==> src/sv/pstb_pkg.sv <==
// shared types and constants for the periodic soft timer bank
package pstb_pkg;

	localparam int TIMER_COUNT_DEF = 4;
	localparam int ID_W            = 6;
	localparam int CNT_W           = 16;
	localparam int MAX_REPORTS     = 4;
	localparam int RPT_W           = $clog2(MAX_REPORTS + 1);

	typedef enum logic [2:0] {
		OP_START    = 3'd0,
		OP_STOP     = 3'd1,
		OP_TICK_ALL = 3'd2,
		OP_TICK_ONE = 3'd3,
		OP_POLL     = 3'd4
	} op_t;

	// decoded command broadcast to every timer cell
	typedef struct packed {
		logic             start;
		logic             stop;
		logic             tick_all;
		logic             tick_one;
		logic [ID_W-1:0]  timer_id;
		logic [CNT_W-1:0] period;
		logic             notify;
	} pstb_cmd_t;

endpackage

==> src/sv/pstb_cell.sv <==
// one timer cell: holds a timer's state and passes the poll token to its neighbor
module pstb_cell #(
	parameter int IDX = 0
) (
	input  logic                clk,
	input  logic                arst_n,
	input  pstb_pkg::pstb_cmd_t cmd,
	input  logic                tok_in,
	input  logic                adv,
	output logic                tok,
	output logic                rep
);
	import pstb_pkg::*;

	logic             act_q;
	logic             ren_q;
	logic [CNT_W-1:0] cnt_q;
	logic [CNT_W-1:0] per_q;
	logic             tok_q;
	logic             sel;
	logic             due;
	logic             expire;

	assign sel    = (cmd.timer_id == ID_W'(IDX));
	assign due    = (cnt_q >= per_q);
	assign expire = tok_q && adv && act_q && due;
	assign rep    = tok_q && act_q && due && ren_q;
	assign tok    = tok_q;

	always_ff @(posedge clk or negedge arst_n) begin
		if (!arst_n) begin
			act_q <= 1'b0;
			ren_q <= 1'b0;
			cnt_q <= '0;
			per_q <= '0;
			tok_q <= 1'b0;
		end else begin
			if (adv) begin
				tok_q <= tok_in;
			end
			if (cmd.start && sel) begin
				act_q <= 1'b1;
				ren_q <= cmd.notify;
				per_q <= cmd.period;
			end else if (cmd.stop && sel) begin
				act_q <= 1'b0;
				ren_q <= 1'b0;
			end
			if (cmd.start && sel) begin
				cnt_q <= '0;
			end else if (expire) begin
				cnt_q <= '0;
			end else if ((cmd.tick_all && act_q) || (cmd.tick_one && sel)) begin
				cnt_q <= cnt_q + CNT_W'(1);
			end
		end
	end

endmodule

==> src/sv/periodic_soft_timer_bank.sv <==
// top level of the periodic soft timer bank: command decode, timer cell chain, report output
// A bank of TIMER_COUNT periodic timers built as a row of cells, one per timer.
// Start, stop, tick-all and tick-one requests take effect in the cycle they are
// accepted and the block is ready again in the next cycle. A poll request sends a
// token down the cell chain, one cell per cycle while the walk is not held, and
// the block takes no request until the poll ends. Each cell that has expired
// clears its count as the token leaves it, and a reporting cell hands its id to
// a one-deep holding register. A report is released only when the next one is
// found or the walk ends, which is how the final report of a poll gets tlast.
// The walk pauses when a new report is found while one is held and the result
// register is full with m_tready low. At most MAX_REPORTS reports leave one poll;
// further expired timers are cleared silently. Ids at or above TIMER_COUNT are ignored.
module periodic_soft_timer_bank #(
	parameter int TIMER_COUNT = pstb_pkg::TIMER_COUNT_DEF
) (
	input  logic        clk,
	input  logic        arst_n,
	// request: op [2:0], timer_id [8:3], period [24:9], notify [25], zero fill above
	input  logic [31:0] s_tdata,
	input  logic        s_tvalid,
	output logic        s_tready,
	// report: fired_id [5:0], zero fill above
	output logic [7:0]  m_tdata,
	output logic        m_tvalid,
	input  logic        m_tready,
	output logic        m_tlast
);
	import pstb_pkg::*;

	// request fields
	logic [2:0]       req_op;
	logic [ID_W-1:0]  req_id;
	logic [CNT_W-1:0] req_period;
	logic             req_notify;
	logic             req_fire;
	logic             poll_start;
	pstb_cmd_t        cmd;

	// token chain
	logic [TIMER_COUNT-1:0] tok;
	logic [TIMER_COUNT-1:0] rep;
	logic [TIMER_COUNT:0]   tok_link;
	logic                   tok_any;
	logic                   adv;

	// report handling
	logic             hit;
	logic [ID_W-1:0]  hit_id;
	logic             push;
	logic             walk_end;
	logic             out_free;
	logic             flush_go;
	logic             pend_q;
	logic [ID_W-1:0]  pend_id_q;
	logic             flush_q;
	logic [RPT_W-1:0] rpt_cnt_q;
	logic             out_valid_q;
	logic [ID_W-1:0]  out_id_q;
	logic             out_last_q;
	logic             busy;

	assign req_op     = s_tdata[2:0];
	assign req_id     = s_tdata[8:3];
	assign req_period = s_tdata[24:9];
	assign req_notify = s_tdata[25];

	// busy while a poll walk or its final report is still in flight
	assign busy     = tok_any || pend_q || flush_q;
	assign s_tready = !busy;
	assign req_fire = s_tvalid && s_tready;

	// opcode decode; unused codes do nothing
	always_comb begin
		cmd          = '0;
		cmd.timer_id = req_id;
		cmd.period   = req_period;
		cmd.notify   = req_notify;
		poll_start   = 1'b0;
		if (req_fire) begin
			unique case (req_op)
				OP_START:    cmd.start    = 1'b1;
				OP_STOP:     cmd.stop     = 1'b1;
				OP_TICK_ALL: cmd.tick_all = 1'b1;
				OP_TICK_ONE: cmd.tick_one = 1'b1;
				OP_POLL:     poll_start   = 1'b1;
				default:     ;
			endcase
		end
	end

	// chain of timer cells, token enters at cell 0
	assign tok_link[0] = poll_start;

	for (genvar g = 0; g < TIMER_COUNT; g++) begin : g_cell
		pstb_cell #(
			.IDX(g)
		) u_cell (
			.clk    (clk),
			.arst_n (arst_n),
			.cmd    (cmd),
			.tok_in (tok_link[g]),
			.adv    (adv),
			.tok    (tok[g]),
			.rep    (rep[g])
		);
		assign tok_link[g+1] = tok[g];
	end

	// the token is one-hot, so the reporting cell id is an or of the token positions
	always_comb begin
		hit_id = '0;
		for (int k = 0; k < TIMER_COUNT; k++) begin
			if (tok[k]) begin
				hit_id = hit_id | ID_W'(k);
			end
		end
	end

	assign tok_any  = |tok;
	assign hit      = (|rep) && (rpt_cnt_q < RPT_W'(MAX_REPORTS));
	assign out_free = !out_valid_q || m_tready;
	// hold the walk when a new report would displace a held one that cannot leave
	assign adv      = !(hit && pend_q && !out_free);
	assign push     = hit && adv;
	assign walk_end = tok[TIMER_COUNT-1] && adv;
	assign flush_go = flush_q && pend_q && out_free;

	always_ff @(posedge clk or negedge arst_n) begin
		if (!arst_n) begin
			pend_q      <= 1'b0;
			pend_id_q   <= '0;
			flush_q     <= 1'b0;
			rpt_cnt_q   <= '0;
			out_valid_q <= 1'b0;
			out_id_q    <= '0;
			out_last_q  <= 1'b0;
		end else begin
			if (poll_start) begin
				rpt_cnt_q <= '0;
			end else if (push) begin
				rpt_cnt_q <= rpt_cnt_q + RPT_W'(1);
			end

			if (walk_end) begin
				flush_q <= 1'b1;
			end else if (flush_q && (!pend_q || flush_go)) begin
				flush_q <= 1'b0;
			end

			// held report: replaced on a new hit, drained at the end of the walk
			if (push) begin
				pend_q    <= 1'b1;
				pend_id_q <= hit_id;
			end else if (flush_go) begin
				pend_q <= 1'b0;
			end

			// result register
			if (push && pend_q) begin
				out_valid_q <= 1'b1;
				out_id_q    <= pend_id_q;
				out_last_q  <= 1'b0;
			end else if (flush_go) begin
				out_valid_q <= 1'b1;
				out_id_q    <= pend_id_q;
				out_last_q  <= 1'b1;
			end else if (m_tready) begin
				out_valid_q <= 1'b0;
			end
		end
	end

	assign m_tvalid = out_valid_q;
	assign m_tdata  = {{(8 - ID_W){1'b0}}, out_id_q};
	assign m_tlast  = out_last_q;

endmodule
==> config.mk <==
export PLATFORM = sky130hd
export DESIGN_NAME = periodic_soft_timer_bank
export DESIGN_NICKNAME = d
export VERILOG_FILES = /design/src/sv/pstb_pkg.sv /design/src/sv/pstb_cell.sv /design/src/sv/periodic_soft_timer_bank.sv
export SDC_FILE = /design/constraint.sdc
export NUM_CORES = 1
export LEC_CHECK = 0
export ABC_AREA = 1
export ABC_CLOCK_PERIOD_IN_PS = 3100
export BUFFER_PORTS_ARGS = -buffer_cell sky130_fd_sc_hd__buf_4
export CAP_MARGIN = 20
export CORE_ASPECT_RATIO = 1.1
export CORE_MARGIN = 2
export CORE_UTILIZATION = 45
export DETAILED_ROUTE_END_ITERATION = 10
export PLACE_DENSITY = 0.67
export SYNTH_ARGS = -nofsm -noshare
export SYNTH_HDL_FRONTEND = slang
export SYNTH_HIERARCHICAL = 1
export SYNTH_SLANG_ARGS = --single-unit
==> constraint.sdc <==
create_clock -name clk -period 3.1 [get_ports clk]
set_clock_uncertainty 0.15 [all_clocks]
set_input_delay 0.465 -clock clk [delete_from_list [all_inputs] [get_ports clk]]
set_output_delay 0.465 -clock clk [all_outputs]
set_load 0.01 [all_outputs]
# ---- Word level (Yosys, flattened, before mapping)
# Index checks and enable logic that the tools add are counted.
dict set report classes {
  addsub 5
  n_mul 0
  n_div 0
  order_cmp 5
  eq_ne 7
  shifts 0
  muxes 47
  bitwise_logic 0
  reduce_logical 79
}
# cell count
set ops {}
lappend ops {{two-way mux 16 bit} 12}
lappend ops {{adder 16 x 1 -> 16 bit (second input constant)} 4}
lappend ops {{greater-or-equal comparator 16 bit} 4}
lappend ops {{logical AND 1 bit} 49}
lappend ops {{two-way mux 1 bit} 28}
lappend ops {{nonzero test 2 bit} 8}
lappend ops {{nonzero test 3 bit} 5}
lappend ops {{== test 6 x 2 -> 1 bit (second input constant)} 2}
lappend ops {{two-way mux 6 bit} 2}
lappend ops {{logical OR 1 bit} 8}
lappend ops {{OR reduction 4 bit} 2}
lappend ops {{== test 3 x 2 -> 1 bit (second input constant)} 2}
lappend ops {{== test 6 x 1 -> 1 bit (second input constant)} 1}
lappend ops {{logical NOT 6 bit} 1}
lappend ops {{two-way mux 3 bit} 2}
lappend ops {{logical NOT 1 bit} 5}
lappend ops {{two-way mux 2 bit} 2}
lappend ops {{two-way mux 4 bit} 1}
lappend ops {{adder 3 x 1 -> 3 bit (second input constant)} 1}
lappend ops {{== test 3 x 1 -> 1 bit (second input constant)} 1}
lappend ops {{== test 3 bit (second input constant)} 1}
lappend ops {{logical NOT 3 bit} 1}
lappend ops {{< comparator 3 bit (second input constant)} 1}
dict set report word_totals {
  register_bits 159
  latch_bits 0
  ramBits 0
  romBits 0
  in_bits 36
  output_inout_bits 11
  elab_cells 170
  mem_count 0
}

# ---- Logic depth before layout (Yosys ltp)
# Gate-level depths: netlist of run 1.
dict set report depth {
  word_depth 13
  mapped_depth 22
  depth_no_buf 21
}

# ---- Modules after synthesis
# Netlist of run 1, hierarchy kept.
# module instances cells_each area_per_inst_um2 seq_area_each_um2
set by_module_without_submodules {}
lappend by_module_without_submodules {{pstb_cell (g_cell[1].u_cell ...)} 2 267 2090.8 875.8}
lappend by_module_without_submodules {{pstb_cell (g_cell[3].u_cell)} 1 270 2177.1 875.8}
lappend by_module_without_submodules {{pstb_cell (g_cell[0].u_cell)} 1 263 2048.2 875.8}
lappend by_module_without_submodules {periodic_soft_timer_bank 1 84 644.4 275.3}

# ---- Least setup slack after synthesis of run 1
# OpenSTA, ideal clock, no wires.
dict set report synth_path {
  kind {flip-flop to flip-flop}
  from {reg g_cell[3].u_cell.cnt_q[3]}
  to {reg g_cell[3].u_cell.cnt_q[6]}
  setup_ps 121
  arrival_ps 2225
  required_ps 2829
  path_slack_ps 604
  path_stages_with_launch 21
  n_path_buf 1
  period_less_slack_ps 2496
  cell_sequence {dfrtp_1 -> ha_1 -> nand2_1 -> nor2_1 -> nor2_1 -> nand2_1 -> nand2_1 -> nand2_1 -> nand2_1 -> nand2_1 -> nand2_1 -> nor2_1 -> nor2_1 -> nand2_1 -> nand3_1 -> inv_1 -> nor2_1 -> nand2_2 -> nand2_4 -> buf_6 -> nor2_2}
}
dict set report synth_between {
  elab_chain_len 13
  word_cells_on_any_way 16
  classes_between {1 x add/sub; 1 x order compare; 3 x mux; 11 x reduce/logical}
}
# item line_no
set synth_rtl {}
lappend synth_rtl {{start: declaration} pstb_cell.sv:17} ;# logic [CNT_W-1:0] cnt_q;
lappend synth_rtl {{start signal: assignment} pstb_cell.sv:54} ;# cnt_q <= cnt_q + CNT_W'(1);
lappend synth_rtl {{greater-or-equal comparator 16 bit *} pstb_cell.sv:25} ;# assign due = (cnt_q >= per_q);
lappend synth_rtl {{logical AND 1 bit * (2 in a row)} pstb_cell.sv:27} ;# assign rep = tok_q && act_q && due && ren_q;
lappend synth_rtl {{via rep[3]} periodic_soft_timer_bank.sv:41} ;# logic [TIMER_COUNT-1:0] rep;
lappend synth_rtl {{OR reduction 4 bit *} periodic_soft_timer_bank.sv:120} ;# assign hit = (|rep) && (rpt_cnt_q < RPT_W'(MAX_REPORTS));
lappend synth_rtl {{logical AND 1 bit *} periodic_soft_timer_bank.sv:120}
lappend synth_rtl {{logical AND 1 bit * (2 in a row)} periodic_soft_timer_bank.sv:123} ;# assign adv = !(hit && pend_q && !out_free);
lappend synth_rtl {{logical NOT 1 bit *} periodic_soft_timer_bank.sv:123}
lappend synth_rtl {{via adv} periodic_soft_timer_bank.sv:44} ;# logic adv;
lappend synth_rtl {{logical AND 1 bit * (3 in a row)} pstb_cell.sv:26} ;# assign expire = tok_q && adv && act_q && due;
lappend synth_rtl {{two-way mux 16 bit} pstb_cell.sv:51} ;# end else if (expire) begin
lappend synth_rtl {{two-way mux 16 bit} pstb_cell.sv:49} ;# if (cmd.start && sel) begin
# Mark *: on every way through the listed nets, which the timed path passes. The rest lies on a longest branch. The select of a mux whose other input is x is not followed.
# A chain may end at the register's enable or synchronous reset.

# ---- Worst setup path in the final report of run 1
dict set report layout_path {
  from {reg g_cell[1].u_cell.cnt_q[15]}
  to {reg g_cell[3].u_cell.cnt_q[15]}
}
dict set report layout_between {
  elab_chain_len 13
  word_cells_on_any_way 14
  classes_between {1 x order compare; 2 x mux; 11 x reduce/logical}
}
# item line_no
set layout_rtl {}
lappend layout_rtl {{start: declaration} pstb_cell.sv:17}
lappend layout_rtl {{start signal: assignment} pstb_cell.sv:54}
lappend layout_rtl {{greater-or-equal comparator 16 bit *} pstb_cell.sv:25}
lappend layout_rtl {{logical AND 1 bit * (2 in a row)} pstb_cell.sv:27}
lappend layout_rtl {{via rep[1]} periodic_soft_timer_bank.sv:41}
lappend layout_rtl {{OR reduction 4 bit *} periodic_soft_timer_bank.sv:120}
lappend layout_rtl {{logical AND 1 bit *} periodic_soft_timer_bank.sv:120}
lappend layout_rtl {{logical AND 1 bit * (2 in a row)} periodic_soft_timer_bank.sv:123}
lappend layout_rtl {{logical NOT 1 bit *} periodic_soft_timer_bank.sv:123}
lappend layout_rtl {{via adv} periodic_soft_timer_bank.sv:44}
lappend layout_rtl {{logical AND 1 bit * (3 in a row)} pstb_cell.sv:26}
lappend layout_rtl {{two-way mux 16 bit} pstb_cell.sv:51}
lappend layout_rtl {{two-way mux 16 bit} pstb_cell.sv:49}
# Mark *: on every way through the listed nets, which the timed path passes. The rest lies on a longest branch.

==> results.py, run 1 <==
metrics = {
    "setup_path": {
        "worstSetupPathType": "register to register",
        "crit_start": "g_cell[1].u_cell/cnt_q[15]",
        "path_common_cell": "nor2_1",
        "end_kind": "register",
        "startpoint_type": "register",
        "worstPathRequired_ns": 3.25,
        "slowest_stage": "dfrtp_1",
        "critPathMaxFanout": 16,
        "cp_slowest_stage_delay_ns": 0.40,
        "path_cells": "ha_1, a21oi_1, o21ai_0, a21oi_1, nand2_1, nand2_1, nor2_1, nor2_1, nand2_1, nand3_2, inv_1, nor2_1, nand2_2, nand2_4, nor2_1",
        "cp.arrival_ns": 2.83,
        "r2r_start": "g_cell[1].u_cell/cnt_q[15]",
    },
    "logic_synthesis": {
        "synthAdderAreaFrac_pct": 9.54,
        "ys_types": 34,
        "synth_compound_area_share_pct": 6.79,
        "synth_ff_type": "dfrtp_1",
        "ys_seq_area_share_pct": 41.7,
        "synth-warning-count": 6,
        "synth-edff-count": 0,
        "synth_top_area_share_pct": 41.7,
        "synth_top_family_by_area": "simple AND/OR/NAND/NOR gates",
        "yosys.area_share.simple_pct": 28.5,
        "synthXorXnorAreaFrac_pct": 3.68,
        "synth_common_cells": "263 x nand2_1, 159 x nor2_1, 151 x dfrtp_1",
        "synth_mux_area_share_pct": 0.373,
        "yosysTopAreaCell": "dfrtp_1",
        "avgSynthCellArea_um2": 7.86,
        "async_reset_ff_share_pct": 100,
        "syn_inst": 1151,
        "synth.cell_area_mm2": 0.00905,
        "ys_ff_latch": 151,
        "yosysMostFrequentCell": "nand2_1",
        "netlist_top_cells_area": "dfrtp_1 42%, nand2_1 11%, ha_1 9.5%, nor2_1 6.6%, inv_1 6.2%",
    },
    "placed_design": {
        "dp_cells": 1422,
        "port_buffers": 34,
        "pre_cts_ws_ns": 0.248,
        "hpwlAfterDp_mm": 14.3,
        "gp_congestion": 0.824,
    },
    "power_and_ir_drop": {
        "power_density_mw_per_mm2": 464,
        "power.leakage_nw": 5.51,
        "peakVddDrop_mv": 0.358,
    },
    "sta": {
        "period_needed_ns": 2.68,
        "postLayoutSetupSlackWorst_ns": 0.420,
        "rsz0062_at_grt": "no",
        "clock.fmax_mhz": 373,
        "hold_viol": 0,
        "whs_ns": 0.166,
        "setup_viol": 0,
        "slew_headroom_pct": 61.0,
        "period_share_pct": 86.4,
        "worst_pin_slew_ns": 0.583,
        "slew_viol_final": 0,
        "tns_ns": 0,
    },
    "routing": {
        "num_vias": 7173,
        "vias_per_cell": 4.94,
        "routed_wl_mm": 19.8,
        "drcViolationCount": 0,
        "routedWlPerCell_um": 13.6,
        "ant_nets": 0,
        "dr.first_iter.drc_count": 441,
        "first_pass_iters": 6,
    },
    "worst_hold_path": {
        "min-delay-start": "s_tdata[25]",
        "hold_class": "primary input to register",
    },
    "final_layout": {
        "nNetsFinal": 1295,
        "syn2layout_area_growth_pct": 12.2,
        "fin_util_pct": 51.3,
        "final_cells": 1453,
        "drive_gt1_share_pct": 13.2,
        "fillers": 1881,
        "n_antenna_cell": 0,
    },
    "grt": {
        "grt_use_met3_pct": 3.24,
        "grt_pass1_vias": 6850,
        "grtUsageTotal_pct": 19.5,
        "grt_pass1_wl_mm": 33.4,
        "grtUsageMet1_pct": 26.6,
        "grt_overflow": 0,
        "busiest_layer": "met2",
        "grt_max_degree": 66,
        "grtUsageMet2_pct": 31.9,
        "antenna_found_initial": 0,
    },
    "clock_tree": {
        "cts_tree": "yes",
        "insertion_delay_ns": 0.42,
        "clk_pin_slew_ns": 0.06,
        "clockBufferDepth": 2,
        "cts_sinks": 151,
        "cts_setup_buffers": 0,
        "htree_levels": 4,
        "cts_inserted_buffers": 17,
        "cts_root_buf": "clkbuf_16",
    },
    "floorplanning": {
        "coreArea_mm2": 0.0198,
        "io_pins": 47,
        "start_util_pct": 45.7,
        "die_w_um": 139,
        "rows": 54,
        "dieArea_mm2": 0.0213,
        "fp.dieH_um": 153,
    },
    "run_status": {
        "status": "finished, final reports clean",
    },
    "job": {
        "maxCapViolCount": 0,
    },
}
[layout make-up]
cell class	count	area (um^2)	share of cell area, %
clock buffer	21	470	4.63
timing repair buffer	45	357	3.51
sequential	151	3780	37.2
clock inverter	9	173	1.70
inverter	161	604	5.95
tap	252	315	3.11
multi-input combinational	814	4450	43.9
[layout by cell type (no fill, tap or decap), drive strengths merged, types with 2 or more instances in the layout]
master | synthesis | layout
a21oi | 77 | 77
a31oi | 4 | 4
buf | 27 | 44
bufinv | 0 | 5
clkbuf | 3 | 21
clkinv | 0 | 3
conb | 1 | 6
dfrtp | 151 | 151
ha | 69 | 69
inv | 161 | 161
mux2 | 3 | 3
nand2 | 290 | 290
nand3 | 57 | 57
nand4 | 22 | 22
nor2 | 192 | 192
nor3 | 17 | 17
o21a | 4 | 4
o21ai | 31 | 31
or2 | 2 | 2
xor2 | 37 | 37
[sequential cells by signal (all words and copies together), names as in the netlist]
name,count
flush_q,1
g_cell.u_cell/act_q,4
g_cell.u_cell/cnt_q,64
g_cell.u_cell/per_q,64
g_cell.u_cell/ren_q,4
g_cell.u_cell/tok,4
m_tlast,1
m_tvalid,1
out_id_q,2
pend_id_q,2
pend_q,1
rpt_cnt_q,3
[kinds of logic after synthesis]
family                   after synthesis
other                                  1
flip-flops                           151
multiplexers                           3
AO/OA/AOI/OAI                        118
buffers and inverters                191
AND/OR/NAND/NOR                      580
XOR/XNOR                              38
adder cells (fa/ha/maj)               69
[where the power goes]
group          internal [mW]  leakage, nW  switching, mW
registers               2.03         1.68         0.0469
logic                  0.128         3.51          0.231
clock network           1.48        0.315          0.795
total                   3.64         5.51           1.07
[critical path, delay by kind of cell, from the launching register on]
family | cells | cell delay (ns)
and+or+nand+nor | 10 | 1.14
AOI/OAI and AO/OA | 3 | 0.47
DFF | 1 | 0.40
adders and majority gates | 1 | 0.31
buffers and inverters | 1 | 0.08
[what timing repair did]
item	in CTS	in global routing
resized for setup	0	2
endpoints found under the setup margin	0	50
hold endpoints to repair	49	0
hold buffers	1	0
[metal layers]
layer / up-vias / share of wire [%] / routed length (um)
li1: 3683 / - / -
met1: 3354 / 49 / 9600
met2: 109 / 47 / 9250
met3: 27 / 3.0 / 594
met4: 0 / 1.6 / 323
met5: - / 0 / 0
[path summary, 6_finish.rpt]
kind	to	slack [ns]	depth (start not counted)
setup / recovery	g_cell[3].u_cell/cnt_q[15]	0.42	15
hold / removal	g_cell[3].u_cell/ren_q	0.17	3
setup reg to reg	g_cell[3].u_cell/cnt_q[15]	0.42	15
hold reg to reg	out_id_q[0]	0.34	2
max in group asynchronous	g_cell[1].u_cell/cnt_q[12]	1.64	3
min in group asynchronous	g_cell[0].u_cell/cnt_q[2]	0.41	2
[through the flow]
step / area (um^2) / power, mW
2_1_floorplan: 9070 / 2.31
3_3_place_gp: 9490 / 2.46
3_5_place_dp: 9490 / 2.48
4_1_cts: 10100 / 4.77
5_1_grt: 10200 / 4.90
6_report: 10200 / 4.71
Note: power is estimated with default switching activity, not from simulation.
==> inputs of run 2 (changes only) <==
--- a/config.mk
+++ b/config.mk
@@ -13,7 +13,7 @@
 export CORE_MARGIN = 2
 export CORE_UTILIZATION = 45
 export DETAILED_ROUTE_END_ITERATION = 10
-export PLACE_DENSITY = 0.67
+export PLACE_DENSITY = 0.59
 export SYNTH_ARGS = -nofsm -noshare
 export SYNTH_HDL_FRONTEND = slang
 export SYNTH_HIERARCHICAL = 1
==> constraint.sdc (replaced) <==
create_clock -name clk -period 3.1 [get_ports clk]
set_clock_uncertainty 0.15 [all_clocks]
set_input_delay 0.465 -clock clk [delete_from_list [all_inputs] [get_ports clk]]
set_output_delay 0.465 -clock clk [all_outputs]
set_load 0.02 [all_outputs]
==> run 2 against run 1 <==
Compared with the run above: hold slack got worse by 0.021 ns; total power fell by 3.8%; register-to-register slack worse by 0.07 ns; design area is 0.78% lower; cell count unchanged; via count is 1.4% lower; global-route usage is 0.33 points higher; critical path type unchanged; core utilization fell by 0.40 points; count of clock-buffer cells in the layout grew 1; combinational power about the same; first-iteration DRC count decreased by 18%; flip-flop and latch count is the same.
==> results.py, run 2 (synthesized netlist as in run 1, its figures left out) <==
metrics = {
    "clock_tree": {
        "cts_sinks": 151,
        "cts_root_buf": "clkbuf_16",
        "clk_pin_slew_ns": 0.06,
        "htree_levels": 4,
        "insertion_delay_ns": 0.42,
        "clockBufferDepth": 2,
        "cts_inserted_buffers": 17,
        "cts_tree": "yes",
        "cts_setup_buffers": 0,
    },
    "grt": {
        "antenna_found_initial": 0,
        "grtUsageTotal_pct": 19.8,
        "grt_pass1_wl_mm": 33.9,
        "grt_overflow": 0,
        "grt_pass1_vias": 6993,
        "grt_max_degree": 63,
    },
    "routing": {
        "drcViolationCount": 0,
        "vias_per_cell": 4.87,
        "first_pass_iters": 5,
        "dr.first_iter.drc_count": 361,
        "routed_wl_mm": 19.6,
        "num_vias": 7070,
        "routedWlPerCell_um": 13.5,
        "ant_nets": 0,
    },
    "floorplanning": {
        "fp.dieH_um": 153,
        "coreArea_mm2": 0.0198,
        "io_pins": 47,
        "die_w_um": 139,
        "dieArea_mm2": 0.0213,
        "rows": 54,
        "start_util_pct": 45.7,
    },
    "setup_path": {
        "worstSetupPathType": "register to register",
        "end_kind": "register",
        "reg2reg_slack_ns": 0.35,
        "cp.arrival_ns": 2.90,
        "worstPathRequired_ns": 3.25,
        "r2r_end": "g_cell[0].u_cell/cnt_q[4]",
        "r2r_start": "g_cell[1].u_cell/cnt_q[11]",
        "crit_start": "g_cell[1].u_cell/cnt_q[11]",
        "startpoint_type": "register",
        "crit_path_end": "g_cell[0].u_cell/cnt_q[4]",
        "reg2regPathDepth": 15,
        "critPathMaxFanout": 16,
    },
    "sta": {
        "hold_viol": 0,
        "postLayoutSetupSlackWorst_ns": 0.352,
        "slew_headroom_pct": 57.4,
        "rsz0062_at_grt": "no",
        "period_needed_ns": 2.75,
        "setup_viol": 0,
        "slew_viol_final": 0,
        "period_share_pct": 88.7,
        "worst_pin_slew_ns": 0.639,
        "tns_ns": 0,
        "clock.fmax_mhz": 364,
    },
    "final_layout": {
        "final_cells": 1453,
        "largest_registers": "g_cell.u_cell/cnt_q (64), g_cell.u_cell/per_q (64)",
        "final_common_cell": "nand2_1",
        "n_antenna_cell": 0,
        "nNetsFinal": 1294,
        "final_cell_mix": "263 x nand2_1, 159 x nor2_1, 151 x dfrtp_1",
        "drive_gt1_share_pct": 13.0,
        "syn2layout_area_growth_pct": 11.3,
    },
    "power_and_ir_drop": {
        "power_density_mw_per_mm2": 450,
        "power.leakage_nw": 5.47,
        "peakVddDrop_mv": 0.360,
    },
    "placed_design": {
        "gp_congestion": 0.826,
        "pre_cts_ws_ns": 0.184,
        "dp_cells": 1421,
        "hpwlAfterDp_mm": 14.4,
        "port_buffers": 34,
    },
    "job": {
        "maxCapViolCount": 0,
    },
    "run_status": {
        "status": "finished, final reports clean",
    },
    "worst_hold_path": {
        "hold_class": "primary input to register",
    },
}
[run 2: changes by cell type in the layout (fill, tap and decap cells not counted), sizes merged]
cell / previous run / this run
clkinvlp: 1 / 2
bufinv: 5 / 3
buf: 44 / 43
clkinv: 3 / 4
clkbuf: 21 / 22
[run 2: repair_timing]
item | in CTS | in global routing
gates resized for setup | 0 | 1
hold buffers | 1 | 0
endpoints found under the hold margin | 58 | 0
setup endpoints to repair | 0 | 63
[run 2: worst min path at each step]
stage / startpoint / end / slack, ns / depth (start not counted)
after CTS: s_tdata[25] / g_cell[3].u_cell/ren_q / 0.13 / 3
final: s_tdata[25] / g_cell[3].u_cell/ren_q / 0.14 / 3
after detailed placement: pend_id_q[1] / out_id_q[1] / 0.33 / 2
after global routing: s_tdata[25] / g_cell[3].u_cell/ren_q / 0.16 / 3
after floorplan: arst_n / flush_q / 0.02 / 0
after global placement: pend_id_q[1] / out_id_q[1] / 0.33 / 2
[run 2: through the flow]
step	total power, mW	utilization, %	cell area (um^2)	hold WS (ns)
5_1_grt	4.75	50.9	10100	0.155
3_3_place_gp	2.47	47.8	9470	0.326
2_1_floorplan	2.32	-	9070	0.0194
6_report	4.54	50.9	10100	0.145
4_1_cts	4.59	50.9	10100	0.131
3_5_place_dp	2.48	47.8	9470	0.327
[run 2: worst max-delay path, cell delays in order (launching register included)]
cell and delay [ns]:
dfrtp_1 0.42, ha_1 0.34, a21oi_1 0.13, o21ai_0 0.10
a21oi_1 0.17, nand2_1 0.13, nand2_1 0.08, nor2_1 0.04
nor2_1 0.12, nand2_1 0.11, nand3_2 0.20, inv_1 0.08
nor2_1 0.11, nand2_1 0.08, nand2_2 0.28, nor2_1 0.08
[run 2: power breakdown]
part | switching, mW | leakage, nW | total (mW) | internal, mW
clock network | 0.797 | 0.286 | 2.10 | 1.30
registers | 0.0462 | 1.68 | 2.08 | 2.03
logic | 0.232 | 3.50 | 0.359 | 0.127
[run 2: area by class of cell]
class	count	area [um^2]
clock buffer	22	464
multi-input combinational	814	4450
tap	252	315
inverter	161	604
sequential	151	3780
clock inverter	9	125
timing repair buffer	44	337
fill	1953	9720
[run 2: routing by layer]
layer	wire length, um	track usage [%]	share of wire (%)
met1	9780	27.0	50
met4	354	5.92	1.8
met2	8900	32.2	45
met5	0	0	0
met3	572	3.83	2.9
==> inputs of run 3 (changes only) <==
--- a/config.mk
+++ b/config.mk
@@ -8,10 +8,11 @@
 export ABC_AREA = 1
 export ABC_CLOCK_PERIOD_IN_PS = 3100
 export BUFFER_PORTS_ARGS = -buffer_cell sky130_fd_sc_hd__buf_4
-export CAP_MARGIN = 20
+export CAP_MARGIN = 10
 export CORE_ASPECT_RATIO = 1.1
 export CORE_MARGIN = 2
 export CORE_UTILIZATION = 45
+export CTS_BUF_LIST = sky130_fd_sc_hd__clkbuf_8
 export DETAILED_ROUTE_END_ITERATION = 10
 export PLACE_DENSITY = 0.59
 export SYNTH_ARGS = -nofsm -noshare
==> run 3 against run 2 <==
Compared with the run above: combinational power about the same; sequential share of layout area rose by 0.73 points; fmax is essentially flat; non-clock buffer count stayed put; hold slack worse by 0.034 ns; critical endpoint is now g_cell[0].u_cell/cnt_q[10]; highest routed layer unchanged; first-iteration DRC count fell by 12%; design area fell by 1.9%.
==> results.py, run 3 (synthesized netlist as in run 1, its figures left out) <==
metrics = {
    "setup_path": {
        "cp_slowest_stage_delay_ns": 0.45,
        "worstPathRequired_ns": 3.32,
        "critPathTopFamily": "simple AND/OR/NAND/NOR gates",
        "path_common_cell": "nand2_1",
        "cp.arrival_ns": 2.97,
        "path_cells": "ha_1, nand2_1, nor2_1, nor2_1, nand2_1, nand2_1, nand2_1, nand2_1, nand2_1, nand2_1, nor2_1, nor2_1, nand2_1, nand3_2, inv_1, nor2_1, nand2_1, nand2_2, nor2_1",
        "startpoint_type": "register",
        "end_kind": "register",
        "critPathMaxFanout": 16,
        "worstSetupPathType": "register to register",
        "slowest_stage": "dfrtp_1",
        "path_buf_inv": 1,
    },
    "final_layout": {
        "largest_registers": "g_cell.u_cell/cnt_q (64), g_cell.u_cell/per_q (64)",
        "stdcell_area_mm2": 0.00988,
        "drive_gt1_share_pct": 13.0,
        "final_cell_mix": "263 x nand2_1, 159 x nor2_1, 153 x inv_1",
        "syn2layout_area_growth_pct": 9.18,
        "fillers": 1967,
        "final_common_cell": "nand2_1",
        "nNetsFinal": 1294,
        "n_antenna_cell": 0,
    },
    "clock_tree": {
        "cts_inserted_buffers": 17,
        "cts_tree": "yes",
        "htree_levels": 4,
        "cts_root_buf": "clkbuf_8",
        "clk_pin_slew_ns": 0.08,
        "clockBufferDepth": 2,
        "cts_setup_buffers": 0,
        "insertion_delay_ns": 0.46,
        "cts_sinks": 151,
    },
    "routing": {
        "dr.first_iter.drc_count": 318,
        "first_pass_iters": 5,
        "num_vias": 7061,
        "routedWlPerCell_um": 13.5,
        "drcViolationCount": 0,
        "routed_wl_mm": 19.6,
        "ant_nets": 0,
        "vias_per_cell": 4.86,
    },
    "grt": {
        "grt_max_degree": 63,
        "grt_pass1_wl_mm": 33.7,
        "grt_overflow": 0,
        "grt_pass1_vias": 6953,
        "grtUsageTotal_pct": 19.7,
        "antenna_found_initial": 0,
    },
    "floorplanning": {
        "dieArea_mm2": 0.0213,
        "start_util_pct": 45.7,
        "rows": 54,
        "coreArea_mm2": 0.0198,
        "fp.dieH_um": 153,
        "die_w_um": 139,
        "io_pins": 47,
    },
    "power_and_ir_drop": {
        "comb_power_share_pct": 9.0,
        "switching_share_pct": 25.3,
        "power_density_mw_per_mm2": 403,
        "pwr-share-clk_pct": 38.9,
        "p_switching_mw": 1.01,
        "peakVddDrop_mv": 0.267,
        "power.leakage_nw": 5.40,
        "p_seq_share_pct": 52.1,
        "intPower_mw": 2.98,
    },
    "job": {
        "maxCapViolCount": 0,
    },
    "sta": {
        "setup_viol": 0,
        "worst_pin_slew_ns": 0.628,
        "hold_viol": 0,
        "clock.fmax_mhz": 364,
        "slew_viol_final": 0,
        "period_share_pct": 88.6,
        "slew_headroom_pct": 58.0,
        "rsz0062_at_grt": "no",
        "tns_ns": 0,
        "period_needed_ns": 2.75,
    },
    "placed_design": {
        "port_buffers": 34,
        "hpwlAfterDp_mm": 14.4,
        "gp_congestion": 0.826,
        "dpl_cell_area_mm2": 0.00947,
    },
    "run_status": {
        "status": "finished, final reports clean",
    },
    "worst_hold_path": {
        "hold_class": "primary input to register",
    },
}
-- run 3: tightest hold or removal path, stage by stage --
cell and delay [ns]:
buf_4 0.11, nand2_1 0.05, nand2_1 0.05
-- run 3: timing repair --
item / 4_1_cts / 5_1_grt
hold buffers: 1 / 0
endpoints found under the hold margin: 58 / 0
resized for setup: 0 / 1
setup endpoints to repair: 0 / 63
-- run 3: layout make-up --
cell class                 instances  area, um^2  share of cell area (%)
sequential                       151        3780                    38.2
timing repair buffer              44         337                    3.41
tap                              252         315                    3.19
clock inverter                    12         136                    1.38
multi-input combinational        814        4450                    45.0
clock buffer                      19         262                    2.65
inverter                         161         604                    6.12
-- run 3: power groups by stage --
| stage | Combinational (mW) | Clock, mW | Sequential [mW] |
|---|---|---|---|
| after detailed placement | 0.362 | 0 | 2.11 |
| after floorplan | 0.215 | 0 | 2.10 |
| after global routing | 0.418 | 1.69 | 2.09 |
| after global placement | 0.355 | 0 | 2.12 |
| final | 0.360 | 1.55 | 2.08 |
| after CTS | 0.365 | 1.61 | 2.08 |
-- run 3: metal layers --
metal	up-vias	track usage [%]	part of all wire, %	routed length (um)
met3	22	2.99	3.4	661
li1	3683	-	-	-
met5	-	0	0	0
met2	99	31.9	45	8890
met4	0	7.46	2.2	431
met1	3257	26.9	49	9570
-- run 3: path summary, 6_finish.rpt --
kind                                           startpoint                         end  slack (ns)  depth (start not counted)
worst min-delay path                          s_tdata[25]      g_cell[3].u_cell/ren_q        0.11                          3
max in group asynchronous                          arst_n   g_cell[0].u_cell/cnt_q[8]        1.60                          3
worst min register to register               pend_id_q[0]                 out_id_q[0]        0.34                          2
worst max register to register  g_cell[2].u_cell/cnt_q[3]  g_cell[0].u_cell/cnt_q[10]        0.35                         19
worst max-delay path            g_cell[2].u_cell/cnt_q[3]  g_cell[0].u_cell/cnt_q[10]        0.35                         19
min in group asynchronous                          arst_n   g_cell[0].u_cell/per_q[3]        0.40                          2
-- run 3: metrics by stage --
step	hold slack [ns]	util, %	setup WS, ns	std cells	power [mW]
6_report	0.111	49.9	0.353	1453	3.98
5_1_grt	0.122	49.9	0.0115	1453	4.19
2_1_floorplan	0.0194	-	0.563	1156	2.32
4_1_cts	0.0924	49.9	0.174	1453	4.05
3_3_place_gp	0.326	47.8	0.213	1421	2.47
3_5_place_dp	0.327	47.8	0.184	1421	2.48
